--- src/rtl/b64ve_pkg.sv ---
// Shared types, constants and the symbol alphabet for the base64 variant encoder.
package b64ve_pkg;

  localparam int unsigned IdxW     = 7;   // 0..63 plus the pad index
  localparam int unsigned SymW     = 7;
  localparam int unsigned QDepth   = 2;
  localparam int unsigned QPtrW    = $clog2(QDepth);
  localparam int unsigned QCntW    = $clog2(QDepth + 1);
  localparam logic [IdxW-1:0] PadIdx = 7'd64;

  typedef logic [IdxW-1:0] idx_t;
  typedef logic [SymW-1:0] sym_t;

  // one encoded group: four alphabet indices and the message-end flag
  typedef struct packed {
    idx_t [3:0] idx;
    logic       fin;
  } group_t;

  // front to queue
  typedef struct packed {
    logic   push;
    group_t grp;
  } push_t;

  // queue status and read data
  typedef struct packed {
    logic   full;
    logic   avail;
    group_t grp;
  } qstat_t;

  // alphabet: A-Z, a-z, 1..9, 0, +, /, and = for padding
  function automatic sym_t idx_to_sym(idx_t idx);
    sym_t s;
    case (idx) inside
      [7'd0:7'd25]:  s = SymW'(7'd65 + idx);          // 'A'..'Z'
      [7'd26:7'd51]: s = SymW'(7'd97 + (idx - 7'd26)); // 'a'..'z'
      [7'd52:7'd60]: s = SymW'(7'd49 + (idx - 7'd52)); // '1'..'9'
      7'd61:         s = 7'd48;                        // '0'
      7'd62:         s = 7'd43;                        // '+'
      7'd63:         s = 7'd47;                        // '/'
      default:       s = 7'd61;                        // '='
    endcase
    return s;
  endfunction

endpackage

--- src/rtl/b64ve_front.sv ---
// Front end: gathers bytes into groups of three and builds the four indices.
module b64ve_front (
  input  logic                   clk,
  input  logic                   rst_n,
  input  logic                   in_valid,
  output logic                   in_stall,
  input  logic [7:0]             in_data_byte,
  input  logic                   in_is_final,
  input  logic                   q_full,
  output b64ve_pkg::push_t       push
);

  logic [1:0][7:0] held_r, held_nxt;
  logic [1:0]      cnt_r, cnt_nxt;
  logic            accept;
  logic            close;
  logic [7:0]      b0, b1, b2;
  logic [1:0]      cnt;

  assign in_stall = q_full;
  assign accept   = in_valid && !q_full;
  // count of 3 never occurs; treat it as 2
  assign cnt      = (cnt_r == 2'd3) ? 2'd2 : cnt_r;
  assign close    = in_is_final || (cnt == 2'd2);

  always_comb begin
    b0 = (cnt == 2'd0) ? in_data_byte : held_r[0];
    b1 = (cnt == 2'd1) ? in_data_byte : ((cnt == 2'd2) ? held_r[1] : 8'h00);
    b2 = (cnt == 2'd2) ? in_data_byte : 8'h00;

    push.push       = accept && close;
    push.grp.fin    = in_is_final;
    push.grp.idx[0] = {1'b0, b0[5:0]};
    push.grp.idx[1] = {1'b0, b1[3:0], b0[7:6]};
    push.grp.idx[2] = (cnt != 2'd0) ? {1'b0, b2[1:0], b1[7:4]} : b64ve_pkg::PadIdx;
    push.grp.idx[3] = (cnt == 2'd2) ? {1'b0, b2[7:2]} : b64ve_pkg::PadIdx;
  end

  always_comb begin
    held_nxt = held_r;
    cnt_nxt  = cnt_r;
    if (accept) begin
      if (close) begin
        held_nxt = '0;
        cnt_nxt  = 2'd0;
      end else begin
        held_nxt[cnt[0]] = in_data_byte;
        cnt_nxt          = cnt + 2'd1;
      end
    end
  end

  always_ff @(posedge clk) begin
    if (!rst_n) begin
      held_r <= '0;
      cnt_r  <= 2'd0;
    end else begin
      held_r <= held_nxt;
      cnt_r  <= cnt_nxt;
    end
  end

endmodule

--- src/rtl/b64ve_queue.sv ---
// Short group queue between the front end and the symbol serializer.
module b64ve_queue (
  input  logic               clk,
  input  logic               rst_n,
  input  b64ve_pkg::push_t   push,
  input  logic               pop,
  output b64ve_pkg::qstat_t  stat
);

  b64ve_pkg::group_t mem_r [b64ve_pkg::QDepth];
  logic [b64ve_pkg::QPtrW-1:0] wr_r, rd_r;
  logic [b64ve_pkg::QCntW-1:0] cnt_r;
  logic                        do_push, do_pop;

  assign do_push = push.push && (cnt_r != b64ve_pkg::QCntW'(b64ve_pkg::QDepth));
  assign do_pop  = pop && (cnt_r != '0);

  assign stat.full  = (cnt_r == b64ve_pkg::QCntW'(b64ve_pkg::QDepth));
  assign stat.avail = (cnt_r != '0);
  assign stat.grp   = mem_r[rd_r];

  always_ff @(posedge clk) begin
    if (do_push) begin
      mem_r[wr_r] <= push.grp;
    end
  end

  always_ff @(posedge clk) begin
    if (!rst_n) begin
      wr_r  <= '0;
      rd_r  <= '0;
      cnt_r <= '0;
    end else begin
      if (do_push) begin
        wr_r <= b64ve_pkg::QPtrW'(wr_r + 1'b1);
      end
      if (do_pop) begin
        rd_r <= b64ve_pkg::QPtrW'(rd_r + 1'b1);
      end
      case ({do_push, do_pop})
        2'b10:   cnt_r <= cnt_r + 1'b1;
        2'b01:   cnt_r <= cnt_r - 1'b1;
        default: cnt_r <= cnt_r;
      endcase
    end
  end

endmodule

--- src/rtl/b64ve_back.sv ---
// Back end: sends the four symbols of each queued group through an output register.
module b64ve_back (
  input  logic                   clk,
  input  logic                   rst_n,
  input  b64ve_pkg::qstat_t      stat,
  output logic                   pop,
  output logic                   out_valid,
  input  logic                   out_stall,
  output logic [6:0]             out_symbol,
  output logic                   out_group_end,
  output logic                   out_message_end
);

  logic [1:0]           sel_r, sel_nxt;
  logic                 vld_r, vld_nxt;
  b64ve_pkg::sym_t      sym_r, sym_nxt;
  logic                 gend_r, gend_nxt;
  logic                 mend_r, mend_nxt;
  logic                 load;
  logic                 last;

  // output register is free when empty or its symbol transfers this cycle
  assign load = stat.avail && (!vld_r || !out_stall);
  assign last = (sel_r == 2'd3);
  assign pop  = load && last;

  always_comb begin
    sel_nxt  = sel_r;
    vld_nxt  = vld_r;
    sym_nxt  = sym_r;
    gend_nxt = gend_r;
    mend_nxt = mend_r;
    if (load) begin
      sel_nxt  = sel_r + 2'd1;
      vld_nxt  = 1'b1;
      sym_nxt  = b64ve_pkg::idx_to_sym(stat.grp.idx[sel_r]);
      gend_nxt = last;
      mend_nxt = last && stat.grp.fin;
    end else if (!out_stall) begin
      vld_nxt = 1'b0;
    end
  end

  always_ff @(posedge clk) begin
    if (!rst_n) begin
      sel_r <= 2'd0;
      vld_r <= 1'b0;
    end else begin
      sel_r <= sel_nxt;
      vld_r <= vld_nxt;
    end
  end

  always_ff @(posedge clk) begin
    sym_r  <= sym_nxt;
    gend_r <= gend_nxt;
    mend_r <= mend_nxt;
  end

  assign out_valid       = vld_r;
  assign out_symbol      = sym_r;
  assign out_group_end   = gend_r;
  assign out_message_end = mend_r;

endmodule

--- src/rtl/base64_variant_encoder.sv ---
// Top level of the base64 variant encoder: front end, group queue, symbol serializer.
// After the closing byte's transfer, its group is written into the queue and its first symbol
// is then loaded into the output register, which raises out_valid.
// Throughput: one byte per cycle in while the queue has room, and one symbol per cycle
// out while out_stall is low; the single output register sends the four symbols in turn.
// The 2-entry group queue lets the front end keep taking bytes while symbols drain.
// Reset (synchronous, rst_n low) empties the queue, drops held bytes and clears out_valid.
module base64_variant_encoder (
  input  logic       clk,
  input  logic       rst_n,
  input  logic       in_valid,
  output logic       in_stall,
  input  logic [7:0] in_data_byte,
  input  logic       in_is_final,
  output logic       out_valid,
  input  logic       out_stall,
  output logic [6:0] out_symbol,
  output logic       out_group_end,
  output logic       out_message_end
);

  b64ve_pkg::push_t  push;
  b64ve_pkg::qstat_t stat;
  logic              pop;

  b64ve_front u_front (
    .clk          (clk),
    .rst_n        (rst_n),
    .in_valid     (in_valid),
    .in_stall     (in_stall),
    .in_data_byte (in_data_byte),
    .in_is_final  (in_is_final),
    .q_full       (stat.full),
    .push         (push)
  );

  b64ve_queue u_queue (
    .clk   (clk),
    .rst_n (rst_n),
    .push  (push),
    .pop   (pop),
    .stat  (stat)
  );

  b64ve_back u_back (
    .clk             (clk),
    .rst_n           (rst_n),
    .stat            (stat),
    .pop             (pop),
    .out_valid       (out_valid),
    .out_stall       (out_stall),
    .out_symbol      (out_symbol),
    .out_group_end   (out_group_end),
    .out_message_end (out_message_end)
  );

  a_mend_on_gend: assert property (@(posedge clk) disable iff (!rst_n)
    out_valid && out_message_end |-> out_group_end)
    else $error("message end without group end");

  a_no_push_full: assert property (@(posedge clk) disable iff (!rst_n)
    push.push |-> !stat.full)
    else $error("group pushed into full queue");

  a_pop_needs_data: assert property (@(posedge clk) disable iff (!rst_n)
    pop |-> stat.avail)
    else $error("group popped from empty queue");

  a_reset_idle: assert property (@(posedge clk)
    !rst_n |=> !out_valid)
    else $error("output valid right after reset");

endmodule
--- config.mk ---
export PLATFORM = sky130hd
export DESIGN_NAME = base64_variant_encoder
export DESIGN_NICKNAME = d
export VERILOG_FILES = /design/src/rtl/b64ve_pkg.sv /design/src/rtl/b64ve_front.sv /design/src/rtl/b64ve_queue.sv /design/src/rtl/b64ve_back.sv /design/src/rtl/base64_variant_encoder.sv
export SDC_FILE = /design/constraint.sdc
export NUM_CORES = 1
export LEC_CHECK = 0
export ABC_AREA = 1
export BUFFER_PORTS_ARGS = -buffer_cell sky130_fd_sc_hd__buf_2
export CAP_MARGIN = 10
export CORE_UTILIZATION = 66
export DETAILED_ROUTE_END_ITERATION = 10
export PLACE_DENSITY = 0.95
export SLEW_MARGIN = 20
export SYNTH_ARGS = -nofsm -noshare
export SYNTH_HDL_FRONTEND = slang
export SYNTH_SLANG_ARGS = --single-unit
--- constraint.sdc ---
create_clock -name clk -period 3.86 [get_ports clk]
set_clock_uncertainty 0.15 [all_clocks]
set_input_delay 0 -clock clk [delete_from_list [all_inputs] [get_ports clk]]
set_output_delay 0 -clock clk [all_outputs]
set_load 0.02 [all_outputs]
-- Word level (Yosys, flattened, before mapping)
Memory sizes are Yosys's and may differ from the RTL's. A register that Yosys moved wholly into a read port is not among the register bits.
Cells that the tools add are included.
- flip-flop bits (word level): 34
- bits in latches: 0
- bits in writable memories: 54
- bits in read-only memories: 0
- input port bits: 13
- output and inout port bits: 11
- logic and storage cells: 91
- memories: 1
- add/sub/neg operators: 11
- multipliers: 0
- div/mod/pow operators: 0
- magnitude comparators: 9
- equal/unequal tests: 12
- shifts and indexed selects: 0
- muxes and demuxes: 27
- bitwise operators: 0
- reduce and logical (&&, ||, !) cells: 20
- memory list (name ; depth ; width ; read ports ; clocked after memory_dff ; write ports ; RTL line ; source):
    u_queue.mem_r ; 2 ; 27 ; 1 ; 1 ; 1 ; b64ve_queue.sv:10 ; b64ve_pkg::group_t mem_r [b64ve_pkg::QDepth];
- operators with widths (kind ; number):
    7-bit two-way mux ; 8
    8-bit two-way mux ; 5
    7-bit by 6-bit equality test with 1-bit output (second input constant) ; 3
    16-bit bitwise mux ; 1
    16-bit two-way mux ; 1
    7-bit adder (first input constant) ; 2
    7-bit binary-select mux with 2-bit select ; 1
    7-bit by 6-bit less-or-equal comparator with 1-bit output (second input constant) ; 2
    1-bit logical AND ; 11
    2-bit equality test (second input constant) ; 5
    8-bit demux with 1-bit select ; 1
    6-bit by 7-bit adder with 7-bit output (first input constant) ; 1
    7-bit by 1-bit >= comparator with 1-bit output (second input constant) ; 1
    7-bit by 5-bit >= comparator with 1-bit output (second input constant) ; 1
    7-bit by 6-bit >= comparator with 1-bit output (second input constant) ; 1
    7-bit by 5-bit less-or-equal comparator with 1-bit output (second input constant) ; 1
    7-bit by 5-bit subtractor with 7-bit output (second input constant) ; 1
    7-bit by 6-bit subtractor with 7-bit output (second input constant) ; 1
    2-bit by 1-bit adder with 2-bit output (second input constant) ; 3
    1-bit two-way mux ; 6
    2-bit nonzero test ; 3
    5-bit two-way mux ; 1
    2-bit by 1-bit equality test with 1-bit output (second input constant) ; 2
    2-bit two-way mux ; 2
    other kinds (11) ; 15

-- Longest topological paths before layout
Gate-level depths: netlist of the first run.
- depth in word-level cells: 9
- gate-level depth with buffers: 18
- mapped depth without buffers: 16

-- Cells and area by module
From an unflattened synthesis of the first run, not the netlist that was laid out.
- cell total of the unflattened synthesis: 500
- area total of the unflattened synthesis: 4855.9 um^2
- modules (own cells, without submodules) (module ; instances ; cells an instance ; area each (um^2) ; seq. area each (um^2)):
    b64ve_queue ; 1 ; 128 ; 2376.0 ; 1841.8
    b64ve_back ; 1 ; 212 ; 1421.4 ; 330.3
    b64ve_front ; 1 ; 160 ; 1058.5 ; 360.3

-- Least setup slack after synthesis of the first run
Ideal clock, no wire load.
- kind: register -> register
- start point: register u_queue.cnt_r[0] (netlist name)
- end point: memory u_queue.mem_r[0][0] (netlist name) (enable)
- setup time: 411 ps
- data arrival time: 1980 ps
- required time: 3299 ps
- slack: 1319 ps
- stages on the path, launching flop included: 5
- path buffers: 0
- clock period less this slack: 2541 ps
- cells stage by stage: dfxtp_1 > o21ai_0 > inv_1 > nand2_1 > nor2_1
- longest elaborated chain between the ends: 7
- elaborated cells between the ends (all ways): 8
- classes of those cells: eq/ne: 2; mux: 2; reduce/logical: 4
- ends and longest elaborated chain (what ; RTL line ; source):
    start, declared ; b64ve_queue.sv:12 ; logic [b64ve_pkg::QCntW-1:0] cnt_r;
    start signal, assigned ; b64ve_queue.sv:41 ; 2'b10: cnt_r <= cnt_r + 1'b1;
    start signal, assigned ; b64ve_queue.sv:42 ; 2'b01: cnt_r <= cnt_r - 1'b1;
    start signal, assigned ; b64ve_queue.sv:43 ; default: cnt_r <= cnt_r;
    2-bit equality test ; b64ve_queue.sv:18 ; assign stat.full = (cnt_r == b64ve_pkg::QCntW'(b64ve_pkg::QDepth));
    1-bit logical NOT ; b64ve_front.sv:21 ; assign accept = in_valid && !q_full;
    1-bit logical AND ; b64ve_front.sv:21 ;
    1-bit logical AND ; b64ve_front.sv:31 ; push.push = accept && close;
    1-bit logical AND * ; b64ve_queue.sv:15 ; assign do_push = push.push && (cnt_r != b64ve_pkg::QCntW'(b64ve_pkg::QDepth));
    1-bit two-way mux * ; b64ve_queue.sv:23 ; if (do_push) begin
    1-bit two-way mux (implied by the code) * ; b64ve_queue.sv:24 ; mem_r[wr_r] <= push.grp;
    end, declared ; b64ve_queue.sv:10 ;
Every way passes the cells marked *; elsewhere a longest branch is shown, timed or not.

-- Worst setup path in the final report of the first run
- start point: register u_back.sel_r[0]
- end point: register u_back.sym_r[4], in the netlist u_back.out_symbol[4] (data pin)
- longest elaborated chain between the ends: 9
- elaborated cells between the ends (all ways): 25
- classes of those cells: add/sub: 5; order compare: 6; eq/ne: 3; mux: 8; reduce/logical: 3
- ends and longest elaborated chain (what ; RTL line ; source):
    start, declared ; b64ve_back.sv:14 ; logic [1:0] sel_r, sel_nxt;
    start signal, assigned ; b64ve_back.sv:49 ; sel_r <= sel_nxt;
    7-bit binary-select mux with 2-bit select * ; b64ve_back.sv:36 ; sym_nxt = b64ve_pkg::idx_to_sym(stat.grp.idx[sel_r]);
    7-bit two-way mux (implied by the code) * ; b64ve_back.sv:36 ;
    branches (longest 6 deep; another with 7-bit by 6-bit subtractor with 7-bit output) ; -- ;
    7-bit two-way mux * ; b64ve_pkg.sv:36 ; case (idx) inside
    end signal, assigned ; b64ve_back.sv:55 ; sym_r <= sym_nxt;
    end, declared ; b64ve_back.sv:16 ; b64ve_pkg::sym_t sym_r, sym_nxt;
Mark *: on every way between the ends. The select of a mux whose other input is x is not followed.
A chain may end at the register's enable or synchronous reset.

==> summary.md, run 1 <==
| Metric | Value |
|---|---|
| Outcome | `complete, but fails checks` |
| Failing checks | `design-rule violations` |
| Synthesized cell area | `4500 sq um` |
| Area share of the largest cell type after synthesis | `42.1%` |
| Worst Max-Slew Pin Slew | `923 ps` |
| Cell variety after synth | `34` |
| HP Class | `in -> reg` |
| Xor/xnor share of the synthesized area | `1.17%` |
| Synth Warn # | `0` |
| Post-Synth Simple-Gate Area | `26.8%` |
| Initial Util | `69.6%` |
| Syn_nets | `546` |
| Compound-gate portion of the synthesized area | `6.48%` |
| Commonest non-fill, non-tap cell in the layout | `nand2_1` |
| Die Ht | `84.5 microns` |
| Max Buffers Root-to-Sink | `2` |
| Worst Path Required | `3830 ps` |
| Starting DRT DRC Count | `389` |
| First-pass GRT wire length | `16900 microns` |
| Initial antenna violation count | `0` |
| # Max-Cap Violations | `0` |
| Final setup violation count | `0` |
| Vias in the first global route | `3621` |
| Final cell count without fillers | `645` |
| Final period util | `69.7%` |
| Worst setup EP type | `flop` |
| Power, Total | `2.31 mW` |
| Critical path class | `reg -> reg` |
| CTS H-Tree Depth | `3` |
| Synth Area in Adders | `1.67%` |
| Placed cells | `617` |
| HPWL reported at the end of detailed placement | `6590 microns` |
| Core box area | `6460 sq um` |
| VDD IR max | `0.371 mV` |
| DP Area | `4640 sq um` |
| Final Hold Viols | `0` |
| DIE AREA | `7150 sq um` |
| Layout cells sized above 1 | `14.3%` |
| RePlAce Congestion | `1.00` |
| Ports | `24` |
| Yosys top cell by area | `edfxtp_1` |
| Mapped Cells | `527` |
| Worst path arrival time | `2660 ps` |
| Via Count | `3719` |
| Slew headroom | `38.0%` |
| Pwr dens | `469 nW/um^2` |
| Grt total ovfl | `0` |
| Overall Global Routing Usage | `30.6%` |
| Dpl ws | `1280 ps` |
| # resized after CTS | `0` |
| Latest clock arrival within the worst-skew pair | `360 ps` |
| Final ANT Viol Nets | `0` |
| Multi-input gate area | `1640 sq um` |
| Post-layout util | `76.4%` |
| Period minus WS final | `2690 ps` |
| Crit path launch type | `flop` |
| Crit Path Max Fanout | `15` |
| Sequential standard cell area | `2410 sq um` |
| Port bufs | `23` |
| Area contributors post-synth | `edfxtp_1 (42%), nand2_1 (13%), dfxtp_1 (12%)` |
| Most frequent cells in the layout | `nand2_1 (152), inv_1 (82), edfxtp_1 (63), nand3_1 (43), nor2_1 (36)` |
| Synth-to-Final Area Change | `9.77%` |
| Via/cell ratio | `5.77` |
| Setup_tns | `0 ps` |
| Fill cell count | `382` |
| PnR worst setup slack | `1170 ps` |
| Drt wl/cell | `15.6 microns` |
| Slew Limit Fails | `0` |
| Largest net degree at the start of global routing | `28` |
| Clock transition at the registers of the reported paths | `100 ps` |
| Sequential-to-total area share from yosys stat | `53.6%` |
| Leakage Power | `2.25 nW` |
| CTS Sinks | `89` |
| Nets@finish | `582` |
| Reg2Reg Setup Slack | `1170 ps` |
| Num CTS Buffers | `9` |
| CTS tree | `built` |
| RSZ-0062 raised after global routing | `false` |
| Synth Register Bits | `89` |
| Mux cell area share after synthesis | `0.250%` |
| Aggregate routed wire length | `10000 microns` |
| First-pass iteration count of the detailed router | `8` |
| Worst hold slack | `312 ps` |
| Syn_area_per_cell | `8.53 sq um` |
| Main combinational cell family by area after synthesis | `simple AND/OR/NAND/NOR gates` |
| Root cell of the clock tree | `clkbuf_8` |
| Finished layout cell area | `4940 sq um` |
| Number of diodes | `0` |
| Num rows | `29` |
| Max Fclk | `0.372 GHz` |
| Chip width | `84.5 microns` |
| DRC | `2` |
## path summary, 6_finish.rpt
kind / start / to / cells past startpoint
setup / recovery: u_back.sel_r[0] / u_back.out_symbol[4] / 14
hold reg to reg: u_front.held_r[8] / u_front.held_r[8] / 2
setup reg to reg: u_back.sel_r[0] / u_back.out_symbol[4] / 14
hold / removal: out_stall / u_back.out_valid / 4
## registers in the layout, summed over array words and instances (netlist names), named ones only
| name | cells |
|---|---|
| u_queue.rd_r | 1 |
| u_queue.wr_r | 1 |
| u_front.cnt_r | 2 |
| u_back.sel_r | 2 |
| u_back.out_valid | 1 |
| u_front.held_r | 16 |
| u_back.out_message_end | 1 |
| u_back.out_symbol | 7 |
| u_queue.cnt_r | 2 |
| u_queue.mem_r | 54 |
| u_back.out_group_end | 1 |
## cell type report
type                            instances  area share (%)
Sequential cell                        89            48.9
Multi-Input combinational cell        334            33.2
Inverter                               90            7.00
Timing Repair Buffer                   39            5.37
Clock buffer                            9            2.51
Tap cell                               77            1.95
Clock inverter                          7            1.06
## routing by layer
metal | up-vias | wire [microns] | GRT usage (%)
met4 | 0 | 276 | 13.3
met5 | - | 0 | 0
met1 | 1731 | 3890 | 36.4
li1 | 1745 | - | -
met3 | 37 | 639 | 5.21
met2 | 206 | 5230 | 54.8
## logic make-up after synthesis
family,Yosys count
muxes,1
buffers and inverters,104
AOI/OAI and AO/OA,56
xor gates and xnor gates,6
DFF,89
and+or+nand+nor,265
adders and majority gates,6
## cell usage after synthesis, drive strengths merged
library cell and n:
a211oi 1, a21oi 31, and2 1, buf 10, clkbuf 4, clkinv 1
dfxtp 26, edfxtp 63, ha 6, inv 89, mux2 1, nand2 163
nand3 52, nand3b 1, nand4 2, nor2 45, nor3 1, o211ai 2
o21ai 22, xnor2 2, xor2 4
## critical path: stages, from the launching register on
cell	delay (ps)
dfxtp_1	690
inv_2	260
nand3_1	170
nand2_1	70
nand2_1	70
nand2_2	80
inv_2	110
ha_1	210
nand3_1	90
nand2_1	150
nand2_2	130
nand2_1	90
o21ai_1	70
nand2_1	60
nand2_1	50
## report_power, final
group	internal, mW	switching [mW]
clock network	0.240	0.344
registers	1.11	0.0378
logic	0.192	0.393
total	1.54	0.775
## repair_timing
action                                 4_1_cts  5_1_grt
buffers inserted                             0        0
hold buffers                                12        0
endpoints found under the hold margin       65        0
(Power assumes the default switching activity.)
==> run 2: changes to the inputs <==
CORE_UTILIZATION = 55   (was 66)
PLACE_DENSITY = 0.88   (was 0.95)
clock period = 2.4 ns   (was 3.86 ns; I/O delays follow)
==> run 2 against run 1 <==
Net effect: worst hold slack improved by 1.6 ps; first-iteration DRC count is 0.77% lower; combinational power increased by 78%; highest routed layer unchanged; the flow now finishes without violations; critical path type unchanged.
==> summary.md, run 2 (synthesized netlist as in run 1, its figures left out) <==
| Metric | Value |
|---|---|
| CP bufs+invs | `3 (+1)` |
| CTS H-Tree Depth | `3 (unchanged)` |
| Min-Delay Startpoint | `in_is_final` |
| Levels on crit path | `15 (+1)` |
| Outcome | `finished, final reports clean` |
| Slew headroom | `55.4% (+17 points)` |
| Critical path class | `reg -> reg` |
| Fill cell count | `576 (+51%)` |
| Largest net degree at the start of global routing | `29 (+3.6%)` |
| Via/cell ratio | `5.50 (-4.6%)` |
| Starting DRT DRC Count | `386 (-0.77%)` |
| Crit path launch type | `flop` |
| Crit Path Max Fanout | `27 (+12)` |
| Drt wl/cell | `14.4 microns (-7.5%)` |
| Initial Util | `57.6% (-12 points)` |
| First-pass GRT wire length | `15900 microns (-5.8%)` |
| Synth-to-Final Area Change | `14.9%` |
| Pwr dens | `733 nW/um^2 (+56%)` |
| Final setup violation count | `0 (unchanged)` |
| HP Class | `in -> reg` |
| Worst hold slack | `314 ps (+1.57 ps)` |
| Post-layout util | `66.2% (-10 points)` |
| WHS Endpoint | `u_queue.mem_r[1][0]` |
| Latest clock arrival within the worst-skew pair | `350 ps (about the same)` |
| Overall Global Routing Usage | `23.7% (-6.9 points)` |
| Worst path max stage delay | `380 ps (-310 ps)` |
| Die Ht | `92.4 microns (+9.3%)` |
| Reg2Reg Setup Slack | `90 ps (-1080 ps)` |
| Aggregate routed wire length | `9800 microns (-2.4%)` |
| HPWL reported at the end of detailed placement | `6600 microns (+0.24%)` |
| Ports | `24 (unchanged)` |
| Port bufs | `23 (unchanged)` |
| RSZ-0062 raised after global routing | `true` |
| Worst path arrival time | `2270 ps (-390 ps)` |
| Max Fclk | `0.433 GHz (+17%)` |
| RePlAce Congestion | `0.934 (-7.1%)` |
| Most used cell, CP | `nand3_1` |
| Grt total ovfl | `0 (unchanged)` |
| Via Count | `3744 (+0.67%)` |
| Final Hold Viols | `0 (unchanged)` |
| Initial antenna violation count | `0 (unchanged)` |
| First-pass iteration count of the detailed router | `7 (-1)` |
| DIE AREA | `8540 sq um (+19%)` |
| Period minus WS final | `2310 ps (-383 ps)` |
| Nets@finish | `593 (+1.9%)` |
| Root cell of the clock tree | `clkbuf_8` |
| Final period util | `96.2% (+26 points)` |
| Max reg flops | `54 (unchanged)` |
| Num rows | `32 (+10%)` |
| Worst hold path depth | `2 (-2)` |
| Core box area | `7810 sq um (+21%)` |
| Most flop-heavy register | `u_queue.mem_r` |
| Num CTS Buffers | `9 (unchanged)` |
| Worst-path cell chain | `buf_12 > inv_12 > nand2_1 > nand3_1 > nand3_1 > nand2_4 > inv_2 > nor2_2 > nor2_1 > nor2_1 > nand2_2 > nand2_4 > nand3_1 > nand3_1 > nand2_1` |
| VDD IR max | `0.385 mV (+3.7%)` |
| Clock transition at the registers of the reported paths | `100 ps (about the same)` |
| Cell count of the worst reg-to-reg path | `15 (+1)` |
| Slew Limit Fails | `0 (unchanged)` |
| Vias in the first global route | `3557 (-1.8%)` |
| R2R Path End | `u_back.out_symbol[1]` |
| Max Buffers Root-to-Sink | `2 (unchanged)` |
| # Max-Cap Violations | `0 (unchanged)` |
| Worst setup EP type | `flop` |
| Max stage delay cell, worst path | `dfxtp_4` |
| Worst Path Required | `2370 ps (-1460 ps)` |
| Layout cells sized above 1 | `17.8% (+3.5 points)` |
| Final ANT Viol Nets | `0 (unchanged)` |
| Leakage Power | `2.34 nW (+3.8%)` |
| Most frequent cells in the layout | `nand2_1 (150), inv_1 (81), edfxtp_1 (63), nand3_1 (43), nor2_1 (34)` |
| DRC | `0 (-2)` |
| Number of diodes | `0 (unchanged)` |
| Chip width | `92.4 microns (+9.3%)` |
| Commonest non-fill, non-tap cell in the layout | `nand2_1` |
| CTS tree | `built` |
| Worst Max-Slew Pin Slew | `668 ps (-255 ps)` |
| Cell family with most CP delay | `simple AND/OR/NAND/NOR gates` |
| CTS Sinks | `89 (unchanged)` |
-- run 2: layout make-up --
cell class / count / area (sq um) / area share, %
flip-flops and latches: 89 / 2420 / 46.8
multi-input cells: 334 / 1680 / 32.4
repair buffers: 50 / 420 / 8.14
inverters: 90 / 353 / 6.83
well taps: 102 / 128 / 2.47
clock buffers: 9 / 124 / 2.40
clock inverters: 7 / 50.0 / 0.969
-- run 2: timing repair --
item,CTS,global route
gates resized for setup,0,16
hold buffers,12,0
hold endpoints to repair,69,0
endpoints found under the setup margin,0,4
setup buffers,0,3
-- run 2: through the flow --
step / setup slack, ps / setup TNS (ps) / instances / cell area, sq um / total power [mW]
2_1_floorplan: -141 / -7600 / 527 / 4500 / 2.57
3_3_place_gp: 197 / 0 / 648 / 4750 / 2.74
3_5_place_dp: 124 / 0 / 648 / 4750 / 2.79
4_1_cts: 104 / 0 / 676 / 5050 / 3.71
5_1_grt: -54.5 / -138 / 681 / 5170 / 3.97
6_report: 92.1 / 0 / 681 / 5170 / 3.79
-- run 2: worst max path at each step --
stage | slack (ps) | to | startpoint
floorplan | -140 | u_queue.mem_r[0][0] | u_queue.cnt_r[0]
global placement | 200 | u_back.out_symbol[3] | flop
detailed placement | 120 | u_back.out_symbol[1] | flop
CTS | 100 | u_back.out_symbol[1] | flop
global route | -50 | u_back.out_symbol[1] | flop
finish | 90 | u_back.out_symbol[1] | flop
-- run 2: power breakdown --
group,switching [mW],internal (mW),total (mW)
Sequential,0.0385,1.78,1.82
Combinational,0.682,0.355,1.04
Clock,0.547,0.385,0.931
-- run 2: per-layer routing --
| layer | GRT usage (%) | part of all wire, % | vias to the layer above |
|---|---|---|---|
| li1 | - | - | 1774 |
| met1 | 29.2 | 40 | 1726 |
| met2 | 41.0 | 51 | 210 |
| met3 | 3.53 | 6.5 | 34 |
| met4 | 10.7 | 2.5 | 0 |
| met5 | 0 | 0 | - |
==> run 3: changes to the inputs <==
--- a/config.mk
+++ b/config.mk
@@ -12,3 +12,3 @@
 export DETAILED_ROUTE_END_ITERATION = 10
-export PLACE_DENSITY = 0.88
+export PLACE_DENSITY = 0.74
 export SLEW_MARGIN = 20
==> constraint.sdc (replaced) <==
create_clock -name clk -period 2.4 [get_ports clk]
set_clock_uncertainty 0.15 [all_clocks]
set_input_delay 0.48 -clock clk [delete_from_list [all_inputs] [get_ports clk]]
set_output_delay 0.48 -clock clk [all_outputs]
set_load 0.02 [all_outputs]
==> run 3 against run 2 <==
Net effect: total power decreased by 0.32%; largest power group unchanged; sequential power about the same; combinational power about the same; sequential share of layout area increased by 0.94 points; largest cell class unchanged.
==> summary.md, run 3 (synthesized netlist as in run 1, its figures left out) <==
| Metric | Value |
|---|---|
| Outcome | `finished, final reports clean` |
| First-pass GRT wire length | `15600 microns (-2.0%)` |
| Most flop-heavy register | `u_queue.mem_r` |
| Max Buffers Root-to-Sink | `2 (unchanged)` |
| Worst setup EP type | `flop` |
| Overall Global Routing Usage | `23.5% (-0.17 points)` |
| Grt total ovfl | `0 (unchanged)` |
| HP Class | `in -> reg` |
| Starting DRT DRC Count | `253 (-34%)` |
| Period minus WS final | `2290 ps (-18.7 ps)` |
| Worst path max stage delay | `370 ps (about the same)` |
| First-pass iteration count of the detailed router | `5 (-2)` |
| Worst path arrival time | `2260 ps (about the same)` |
| Layout cells sized above 1 | `17.9% (+0.074 points)` |
| DP Area | `4770 sq um (+0.42%)` |
| Power, Total | `3.77 mW (-0.32%)` |
| Cell count of the worst reg-to-reg path | `14 (-1)` |
| Crit Path Max Fanout | `27 (unchanged)` |
| Crit path launch type | `flop` |
| Slew headroom | `27.5% (-28 points)` |
| Final period util | `95.4% (-0.78 points)` |
| Chip width | `92.4 microns (unchanged)` |
| Grt met3 use | `4.27% (+0.74 points)` |
| Met2 Resource Use GR | `39.5% (-1.5 points)` |
| Final ANT Viol Nets | `0 (unchanged)` |
| Drt wl/cell | `14.1 microns (-2.3%)` |
| Initial Util | `57.6% (unchanged)` |
| Worst Path Required | `2370 ps (about the same)` |
| CTS Sinks | `89 (unchanged)` |
| Worst-path cell chain | `buf_12 > inv_16 > nand2_1 > nand3_1 > nand2_1 > nand2_4 > nand3_4 > nor2_4 > nand3_1 > nand2_2 > buf_4 > nand3b_1 > nand3_1 > nand2_1` |
| Pwr dens | `745 nW/um^2 (+1.7%)` |
| Leakage Power | `2.31 nW (-1.3%)` |
| Placed cells | `649 (+0.15%)` |
| Clock transition at the registers of the reported paths | `90 ps (about the same)` |
| R2R Path End | `u_back.out_symbol[2]` |
| Nets@finish | `585 (-1.3%)` |
| Number of diodes | `0 (unchanged)` |
| Setup_tns | `0 ps (unchanged)` |
| Gr busiest metal | `met2` |
| # Max-Cap Violations | `0 (unchanged)` |
| Multi-input gate area | `1660 sq um (-0.75%)` |
| Synth-to-Final Area Change | `12.7%` |
| CTS tree | `built` |
| Sequential standard cell area | `2420 sq um (unchanged)` |
| Core box area | `7810 sq um (unchanged)` |
| Worst Max-Slew Pin Slew | `1080 ps (+416 ps)` |
| Vias in the first global route | `3430 (-3.6%)` |
| CP Capture Point | `u_back.out_symbol[2]` |
| Final setup violation count | `0 (unchanged)` |
| Most frequent cells in the layout | `nand2_1 (150), inv_1 (82), edfxtp_1 (63), nand3_1 (43), nor2_1 (36)` |
| Max reg flops | `54 (unchanged)` |
| Final cell count without fillers | `673 (-1.2%)` |
| Max Fclk | `0.437 GHz (+0.82%)` |
| Fill cell count | `657 (+14%)` |
| Die Ht | `92.4 microns (unchanged)` |
| Via Count | `3482 (-7.0%)` |
| HPWL reported at the end of detailed placement | `6860 microns (+3.9%)` |
| Ports | `24 (unchanged)` |
| Aggregate routed wire length | `9460 microns (-3.5%)` |
| Num rows | `32 (unchanged)` |
| Final Hold Viols | `0 (unchanged)` |
| Finished layout cell area | `5070 sq um (-2.0%)` |
| Latest clock arrival within the worst-skew pair | `360 ps (about the same)` |
| PnR worst setup slack | `111 ps (+18.7 ps)` |
| Dpl ws | `120 ps (-3.41 ps)` |
| Largest net degree at the start of global routing | `29 (unchanged)` |
| Met1 usage | `29.8% (+0.62 points)` |
| Commonest non-fill, non-tap cell in the layout | `nand2_1` |
| Port bufs | `23 (unchanged)` |
| Post-layout util | `64.9% (-1.3 points)` |
| Worst hold slack | `226 ps (-88.2 ps)` |
| CTS H-Tree Depth | `3 (unchanged)` |
| RSZ-0062 raised after global routing | `true` |
| Num CTS Buffers | `9 (unchanged)` |
| Reg2Reg Setup Slack | `110 ps (+20 ps)` |
| Initial antenna violation count | `0 (unchanged)` |
| Via/cell ratio | `5.17 (-5.9%)` |
| VDD IR max | `0.469 mV (+22%)` |
| DIE AREA | `8540 sq um (unchanged)` |
| Slew Limit Fails | `0 (unchanged)` |
| Max stage delay cell, worst path | `dfxtp_4` |
| DRC | `0 (unchanged)` |
| Critical path class | `reg -> reg` |
| RePlAce Congestion | `0.908 (-2.8%)` |
| Root cell of the clock tree | `clkbuf_8` |
## run 3: changes by cell type in the layout (fill, tap and decap cells not counted), moves of 2 or more
cell / delta
dlygate4sd3_1: -12
inv_4: -2
nor2_1: +2
clkinv_4: +3
buf_4: +4
## run 3: per-layer routing
metal | up-vias | wire length (microns)
met3 | 16 | 457
li1 | 1764 | -
met2 | 114 | 4700
met4 | 0 | 191
met1 | 1588 | 4110
met5 | - | 0
## run 3: power breakdown
part	switching, mW	leakage [nW]	internal [mW]
Sequential	0.0398	0.803	1.78
Clock	0.543	0.0916	0.383
Combinational	0.667	1.41	0.361
Total	1.25	2.31	2.52
## run 3: worst min path at each step
stage / startpoint / depth (start not counted) / slack [ps] / end
floorplan: u_front.held_r[15] / 2 / 290 / u_front.held_r[15]
global placement: u_front.held_r[3] / 2 / 300 / u_front.held_r[3]
detailed placement: u_front.held_r[11] / 2 / 310 / u_front.held_r[11]
CTS: in_is_final / 1 / 210 / u_queue.mem_r[1][0]
global route: in_is_final / 1 / 210 / u_queue.mem_r[0][0]
finish: in_is_final / 1 / 230 / u_queue.mem_r[1][0]
## run 3: timing repair
item                                    in CTS  in global routing
hold buffers                                 0                  0
buffers inserted                             0                  7
endpoints found under the setup margin       0                  5
gates resized for setup                      0                 14
## run 3: area by class of cell
cell class	count	share of cell area, %
Timing Repair Buffer	42	6.42
Clock buffer	9	2.45
Sequential cell	89	47.7
Tap cell	102	2.52
Multi-Input combinational cell	334	32.8
Clock inverter	7	1.04
Inverter	90	7.04
## run 3: critical path: cells and delay by family, from the launching register on
kind | cells | cell delay, ps
AND/OR/NAND/NOR | 11 | 1140
buffers and inverters | 3 | 380
flip-flops | 1 | 370
